==> src/rtl/core/cdht_pkg.sv <==
package cdht_pkg;

  localparam logic [63:0] GOLDEN_MUL = 64'h9E3779B97F4A7C15;
  localparam logic [63:0] MIX_MUL    = 64'hFF51AFD7ED558CCD;
  localparam int unsigned FOLD_SHIFT = 33;

  typedef enum logic [1:0] {
    ST_FOUND    = 2'd0,
    ST_INSERTED = 2'd1,
    ST_FULL     = 2'd2
  } status_t;

  typedef enum logic [2:0] {
    F_IDLE, F_MUL1, F_WAIT1, F_MUL2, F_WAIT2, F_HOLD
  } fstate_t;

  typedef enum logic [2:0] {
    B_CLEAR, B_IDLE, B_RSLOT, B_RENT, B_CMP, B_WRITE, B_OUT
  } bstate_t;

  typedef struct packed {
    logic [7:0]  type_tag;
    logic [63:0] value_bits;
    logic [31:0] hash;
  } job_t;

endpackage

==> src/rtl/core/cdht_if.sv <==
interface cdht_in_if;
  logic        valid;
  logic        ready;
  logic [7:0]  type_tag;
  logic [63:0] value_bits;
  modport source (output valid, type_tag, value_bits, input ready);
  modport sink (input valid, type_tag, value_bits, output ready);
endinterface


==> src/rtl/core/cdht_mul64.sv <==
module cdht_mul64
  import cdht_pkg::*;
(
  input  logic        clk,
  input  logic        rst_n,
  input  logic        start,
  input  logic [63:0] a,
  input  logic [63:0] b,
  output logic        done,
  output logic [63:0] prod
);

  // Low 64 bits of a*b from three 32x32 partial products, one per cycle.
  // The product of the two high halves lies entirely above bit 63.
  logic [1:0]  step_r, step_nxt;
  logic        busy_r, busy_nxt;
  logic        done_r, done_nxt;
  logic [63:0] a_r, b_r;
  logic [63:0] acc_r, acc_nxt;
  logic [31:0] opa, opb;
  logic [63:0] pp;

  always_comb begin
    case (step_r)
      2'd0: begin opa = a_r[31:0];  opb = b_r[31:0];  end
      2'd1: begin opa = a_r[63:32]; opb = b_r[31:0];  end
      default: begin opa = a_r[31:0]; opb = b_r[63:32]; end
    endcase
    pp = 64'(opa) * 64'(opb);
    acc_nxt = acc_r;
    if (step_r == 2'd0) acc_nxt = pp;
    else acc_nxt = acc_r + {pp[31:0], 32'd0};
    busy_nxt = busy_r;
    step_nxt = step_r;
    done_nxt = 1'b0;
    if (start) begin
      busy_nxt = 1'b1;
      step_nxt = 2'd0;
    end else if (busy_r) begin
      step_nxt = step_r + 2'd1;
      if (step_r == 2'd2) begin
        busy_nxt = 1'b0;
        done_nxt = 1'b1;
      end
    end
  end

  always_ff @(posedge clk) begin
    if (start) begin
      a_r <= a;
      b_r <= b;
    end
    if (busy_r) acc_r <= acc_nxt;
    if (!rst_n) begin
      busy_r <= 1'b0;
      done_r <= 1'b0;
      step_r <= 2'd0;
    end else begin
      busy_r <= busy_nxt;
      done_r <= done_nxt;
      step_r <= step_nxt;
    end
  end

  assign done = done_r;
  assign prod = acc_r;

endmodule

==> src/rtl/core/cdht_front.sv <==
module cdht_front
  import cdht_pkg::*;
(
  input  logic        clk,
  input  logic        rst_n,
  cdht_in_if.sink     in_ch,
  output logic        job_valid,
  input  logic        job_ready,
  output job_t        job
);

  fstate_t     st_r, st_nxt;
  logic [7:0]  tag_r;
  logic [63:0] val_r;
  logic [63:0] h_r;
  logic        m_start;
  logic [63:0] m_a, m_b, m_p;
  logic        m_done;
  logic [63:0] h1;

  cdht_mul64 u_mul (
    .clk(clk), .rst_n(rst_n), .start(m_start), .a(m_a), .b(m_b),
    .done(m_done), .prod(m_p)
  );

  assign in_ch.ready = (st_r == F_IDLE);
  assign h1 = (val_r ^ m_p) ^ ((val_r ^ m_p) >> FOLD_SHIFT);

  always_comb begin
    st_nxt = st_r;
    case (st_r)
      F_IDLE:  if (in_ch.valid) st_nxt = F_MUL1;
      F_MUL1:  st_nxt = F_WAIT1;
      F_WAIT1: if (m_done) st_nxt = F_MUL2;
      F_MUL2:  st_nxt = F_WAIT2;
      F_WAIT2: if (m_done) st_nxt = F_HOLD;
      F_HOLD:  if (job_ready) st_nxt = F_IDLE;
      default: st_nxt = F_IDLE;
    endcase
  end

  always_comb begin
    m_start = 1'b0;
    m_a = 64'(tag_r);
    m_b = GOLDEN_MUL;
    case (st_r)
      F_MUL1: m_start = 1'b1;
      F_MUL2: begin
        m_start = 1'b1;
        m_a = h_r;
        m_b = MIX_MUL;
      end
      default: m_start = 1'b0;
    endcase
  end

  always_ff @(posedge clk) begin
    if (st_r == F_IDLE && in_ch.valid) begin
      tag_r <= in_ch.type_tag;
      val_r <= in_ch.value_bits;
    end
    if (st_r == F_WAIT1 && m_done) h_r <= h1;
    if (st_r == F_WAIT2 && m_done) h_r <= m_p ^ (m_p >> FOLD_SHIFT);
    if (!rst_n) st_r <= F_IDLE;
    else st_r <= st_nxt;
  end

  assign job_valid = (st_r == F_HOLD);
  assign job.type_tag = tag_r;
  assign job.value_bits = val_r;
  assign job.hash = h_r[31:0];

endmodule

==> src/flat_wrapper.sv <==
// flat-port wrapper written by rule: the top's interface ports become plain ports
module cdht_front_flat import cdht_pkg::*;
  (clk, rst_n, job_valid, job_ready, job, in_ch_valid, in_ch_type_tag, in_ch_value_bits, in_ch_ready);
  cdht_in_if in_ch_i ();
  input  logic clk;
  input  logic rst_n;
  output logic job_valid;
  input  logic job_ready;
  output job_t job;
  input wire logic [$bits(in_ch_i.valid)-1:0] in_ch_valid;
  input wire logic [$bits(in_ch_i.type_tag)-1:0] in_ch_type_tag;
  input wire logic [$bits(in_ch_i.value_bits)-1:0] in_ch_value_bits;
  output wire logic [$bits(in_ch_i.ready)-1:0] in_ch_ready;
  assign in_ch_i.valid = in_ch_valid;
  assign in_ch_i.type_tag = in_ch_type_tag;
  assign in_ch_i.value_bits = in_ch_value_bits;
  assign in_ch_ready = in_ch_i.ready;
  cdht_front u_core (.clk(clk), .rst_n(rst_n), .in_ch(in_ch_i), .job_valid(job_valid), .job_ready(job_ready), .job(job));
endmodule
==> config.mk <==
export PLATFORM = sky130hd
export DESIGN_NAME = cdht_front_flat
export DESIGN_NICKNAME = d
export VERILOG_FILES = /design/src/rtl/core/cdht_pkg.sv /design/src/rtl/core/cdht_if.sv /design/src/rtl/core/cdht_mul64.sv /design/src/rtl/core/cdht_front.sv /design/src/flat_wrapper.sv
export SDC_FILE = /design/constraint.sdc
export NUM_CORES = 2
export LEC_CHECK = 0
export BUFFER_PORTS_ARGS = -buffer_cell sky130_fd_sc_hd__buf_2
export CAP_MARGIN = 20
export CELL_PAD_IN_SITES_DETAIL_PLACEMENT = 1
export CELL_PAD_IN_SITES_GLOBAL_PLACEMENT = 1
export CORE_ASPECT_RATIO = 1.4
export CORE_MARGIN = 4
export CORE_UTILIZATION = 40
export CTS_CLUSTER_DIAMETER = 80
export DETAILED_ROUTE_END_ITERATION = 8
export PLACE_DENSITY_LB_ADDON = 0.1
export SYNTH_ARGS = -nofsm -noshare
export SYNTH_HDL_FRONTEND = slang
export SYNTH_HIERARCHICAL = 1
export SYNTH_SLANG_ARGS = --single-unit
==> constraint.sdc <==
create_clock -name clk -period 15.4 [get_ports clk]
set_input_delay 0.77 -clock clk [delete_from_list [all_inputs] [get_ports clk]]
set_output_delay 0.77 -clock clk [all_outputs]
set_load 0.02 [all_outputs]
==> results.cfg <==
[outcome]
status = finished, final reports clean

[grt]
grt_pass1_vias = 38751
grt_util_all_layers = 0.2735
grt_max_degree = 73
antenna_found_initial = 2
grt_overflow = 0
grt_pass1_wl_mm = 252.1

[logic_synthesis]
yosys.area.top_type_share = 0.3771
synth_common_cells = fa_1 (897), inv_1 (882), nand2_1 (761)
synthMostInstantiatedCell = fa_1
synth_area_leaders = fa_1 (38%), edfxtp_1 (21%), ha_1 (7.9%), inv_1 (7.0%), nand2_1 (6.0%)
synth-main-ff-cell = edfxtp_1
async_reset_ff_frac = 0
syn_area_mm2 = 0.04762
synth-seq-area-share = 0.2098
synth_edf_count = 328
synth_seq_cells = 335
postSynthAreaPerCell_um2 = 9.964
post_synth_num_cell_types = 87
synthesis.instances = 4779
yosysWarnings = 6
synth_area_leader_cell = fa_1

[setup_path]
crit_start = u_core/u_mul/step_r[1]$_SDFFE_PP0P_
worst_r2r_path_depth = 35
reg2reg_slack_ns = 3.71
cp.required_ns = 15.69
worst_ep_arrival_time_ns = 11.98
r2r-end = u_core/u_mul/prod[63]$_DFFE_PP_
crit_slowest_cell = mux2i_1
cp-start-kind = register
criticalPathCategory = reg -> reg
timing.critical_path.mode_cell = fa_1
regToRegStartpoint = u_core/u_mul/step_r[1]$_SDFFE_PP0P_
crit_fanout = 43
max_stage_delay_ns = 0.99
crit_path_end_kind = register

[clocking]
cts.path.max_buffers = 3
worstSkewPairLatency_ns = 0.56
h-tree-depth = 2
clkTransAtPathRegs_ns = 0.06
cts_hold_buffers = 0
cts_tree = built
cts-buffers-inserted = 34
cts_setup_buffers = 0
clockRootBuffer = clkbuf_16
ctsResizeCount = 0
cts_sinks = 335

[timing]
setup_violations = 0
max_freq_mhz = 85.57
tns_ns = 0
drv_slew = 0
period_needed_ns = 11.69
period_share = 0.7588
finalHoldViolations = 0
worst_pin_slew_ns = 1.120
slew_headroom = 0.2322
finClkSkew_ns = 0.02001
grt_setup_unrepaired = false

[placed_design]
dp.cells = 6417
routabilityCongestion = 0.9190
io_buffers = 181
dpl.hpwl_mm = 134.7

[cells_and_area]
drive_gt1_frac = 0.09260
stdcell_count = 6479
nets = 6140
area_delta_synth_final_pct = 7.962

[routing]
drc = 0
finalWirelength_mm = 167.6
firstDrtPassIters = 5
vias_per_cell = 5.249
wl_per_cell_um = 25.86
postRouteAntennaNets = 0
via_count = 34010
drt_iter0_markers = 1873

[floorplanning]
die_h_um = 416.2
initial_core_util = 0.4035
rows = 149
dieArea_mm2 = 0.1247
core-area_mm2 = 0.1180
io_pins = 182
die_w_um = 299.6

[worst_hold_path]
min_to = u_core/val_r[25]$_DFFE_PP_
whs_path_depth = 1
hold_path.class = in -> reg
holdCritStartpoint = in_ch_value_bits[25]

[run]
drv_cap = 0
-- cells in the final DEF, fill, tap and decap left out, types with 30 or more instances in the layout --
master,count
fa_1,897
inv_1,882
nand2_1,761
nor2_1,453
edfxtp_1,328
ha_1,297
xnor2_1,187
buf_2,181
a21oi_1,109
and2_1,105
buf_4,85
mux2_2,72
o21ai_0,53
mux2i_1,40
clkbuf_16,35
a21o_1,33
conb_1,31
xor2_1,30
-- worst max-delay path by stage --
| stage | end | slack (ns) | cells past startpoint |
|---|---|---|---|
| floorplan | u_core/u_mul/prod[63]$_DFFE_PP_ | 5.75 | 36 |
| global placement | u_core/u_mul/prod[63]$_DFFE_PP_ | 3.86 | 32 |
| detailed placement | u_core/u_mul/prod[63]$_DFFE_PP_ | 3.71 | 35 |
| CTS | u_core/u_mul/prod[63]$_DFFE_PP_ | 3.70 | 35 |
| global route | u_core/u_mul/prod[63]$_DFFE_PP_ | 3.28 | 35 |
| finish | u_core/u_mul/prod[63]$_DFFE_PP_ | 3.71 | 35 |
-- flip-flops by register name (all words and copies together) (netlist names), 2 cells and up --
name	cells
u_core/tag_r	8
u_core/val_r	64
u_core/st_r	3
u_core/u_mul/a_r	64
u_core/u_mul/prod	64
u_core/u_mul/b_r	64
u_core/h_r	64
u_core/u_mul/step_r	2
-- worst max-delay path, delay by kind of cell, from the launching register on --
kind	cells	cell delay (ns)
AO/OA/AOI/OAI	9	2.21
XOR/XNOR	2	0.44
adder cells (fa/ha/maj)	11	4.70
buffers and inverters	5	1.18
flip-flops	1	0.35
multiplexers	2	1.07
AND/OR/NAND/NOR	6	1.39
-- layer usage --
layer | routed length (um) | vias up | track usage | share of wire
met2 | 90350 | 907 | 0.5183 | 0.54
met4 | 6698 | 0 | 0.09108 | 0.040
li1 | - | 14722 | - | -
met1 | 63920 | 18131 | 0.3227 | 0.38
met5 | 0 | - | 0 | 0
met3 | 6590 | 250 | 0.02513 | 0.039
-- cell families (layout without fill, tap and decap cells) --
logic type / after synthesis / after routing / synth area share
XOR/XNOR: 217 / 217 / 0.03991
AO/OA/AOI/OAI: 324 / 324 / 0.04522
flip-flops: 335 / 335 / 0.2098
adder cells (fa/ha/maj): 1196 / 1196 / 0.4557
multiplexers: 131 / 131 / 0.02943
buffers and inverters: 1127 / 1211 / 0.09304
AND/OR/NAND/NOR: 1447 / 1447 / 0.1268
other: 2 / 33 / 0.0001577
-- stage by stage --
stage / area [um^2] / hold slack [ns] / setup slack (ns) / util
after CTS: 51400 / 0.3422 / 3.702 / 0.4356
after detailed placement: 50360 / 0.5050 / 3.708 / 0.4267
after global routing: 51400 / 0.3575 / 3.278 / 0.4356
after global placement: 50320 / 0.4984 / 3.858 / 0.4264
after floorplan: 47730 / 0.4880 / 5.745 / -
final: 51410 / 0.3800 / 3.714 / 0.4356
-- layout make-up --
class	instances	area (um^2)
diodes	2	5.005
clock buffers	43	915.9
clock inverters	17	131.4
fillers	13280	66600
inverters	883	3314
multi-input cells	3346	33500
flip-flops and latches	335	9991
well taps	1585	1983
repair buffers	268	1567
Power is left out: the tool's default activity adds up to more than one toggle a clock period on the data nets, which glitch-free logic cannot reach.
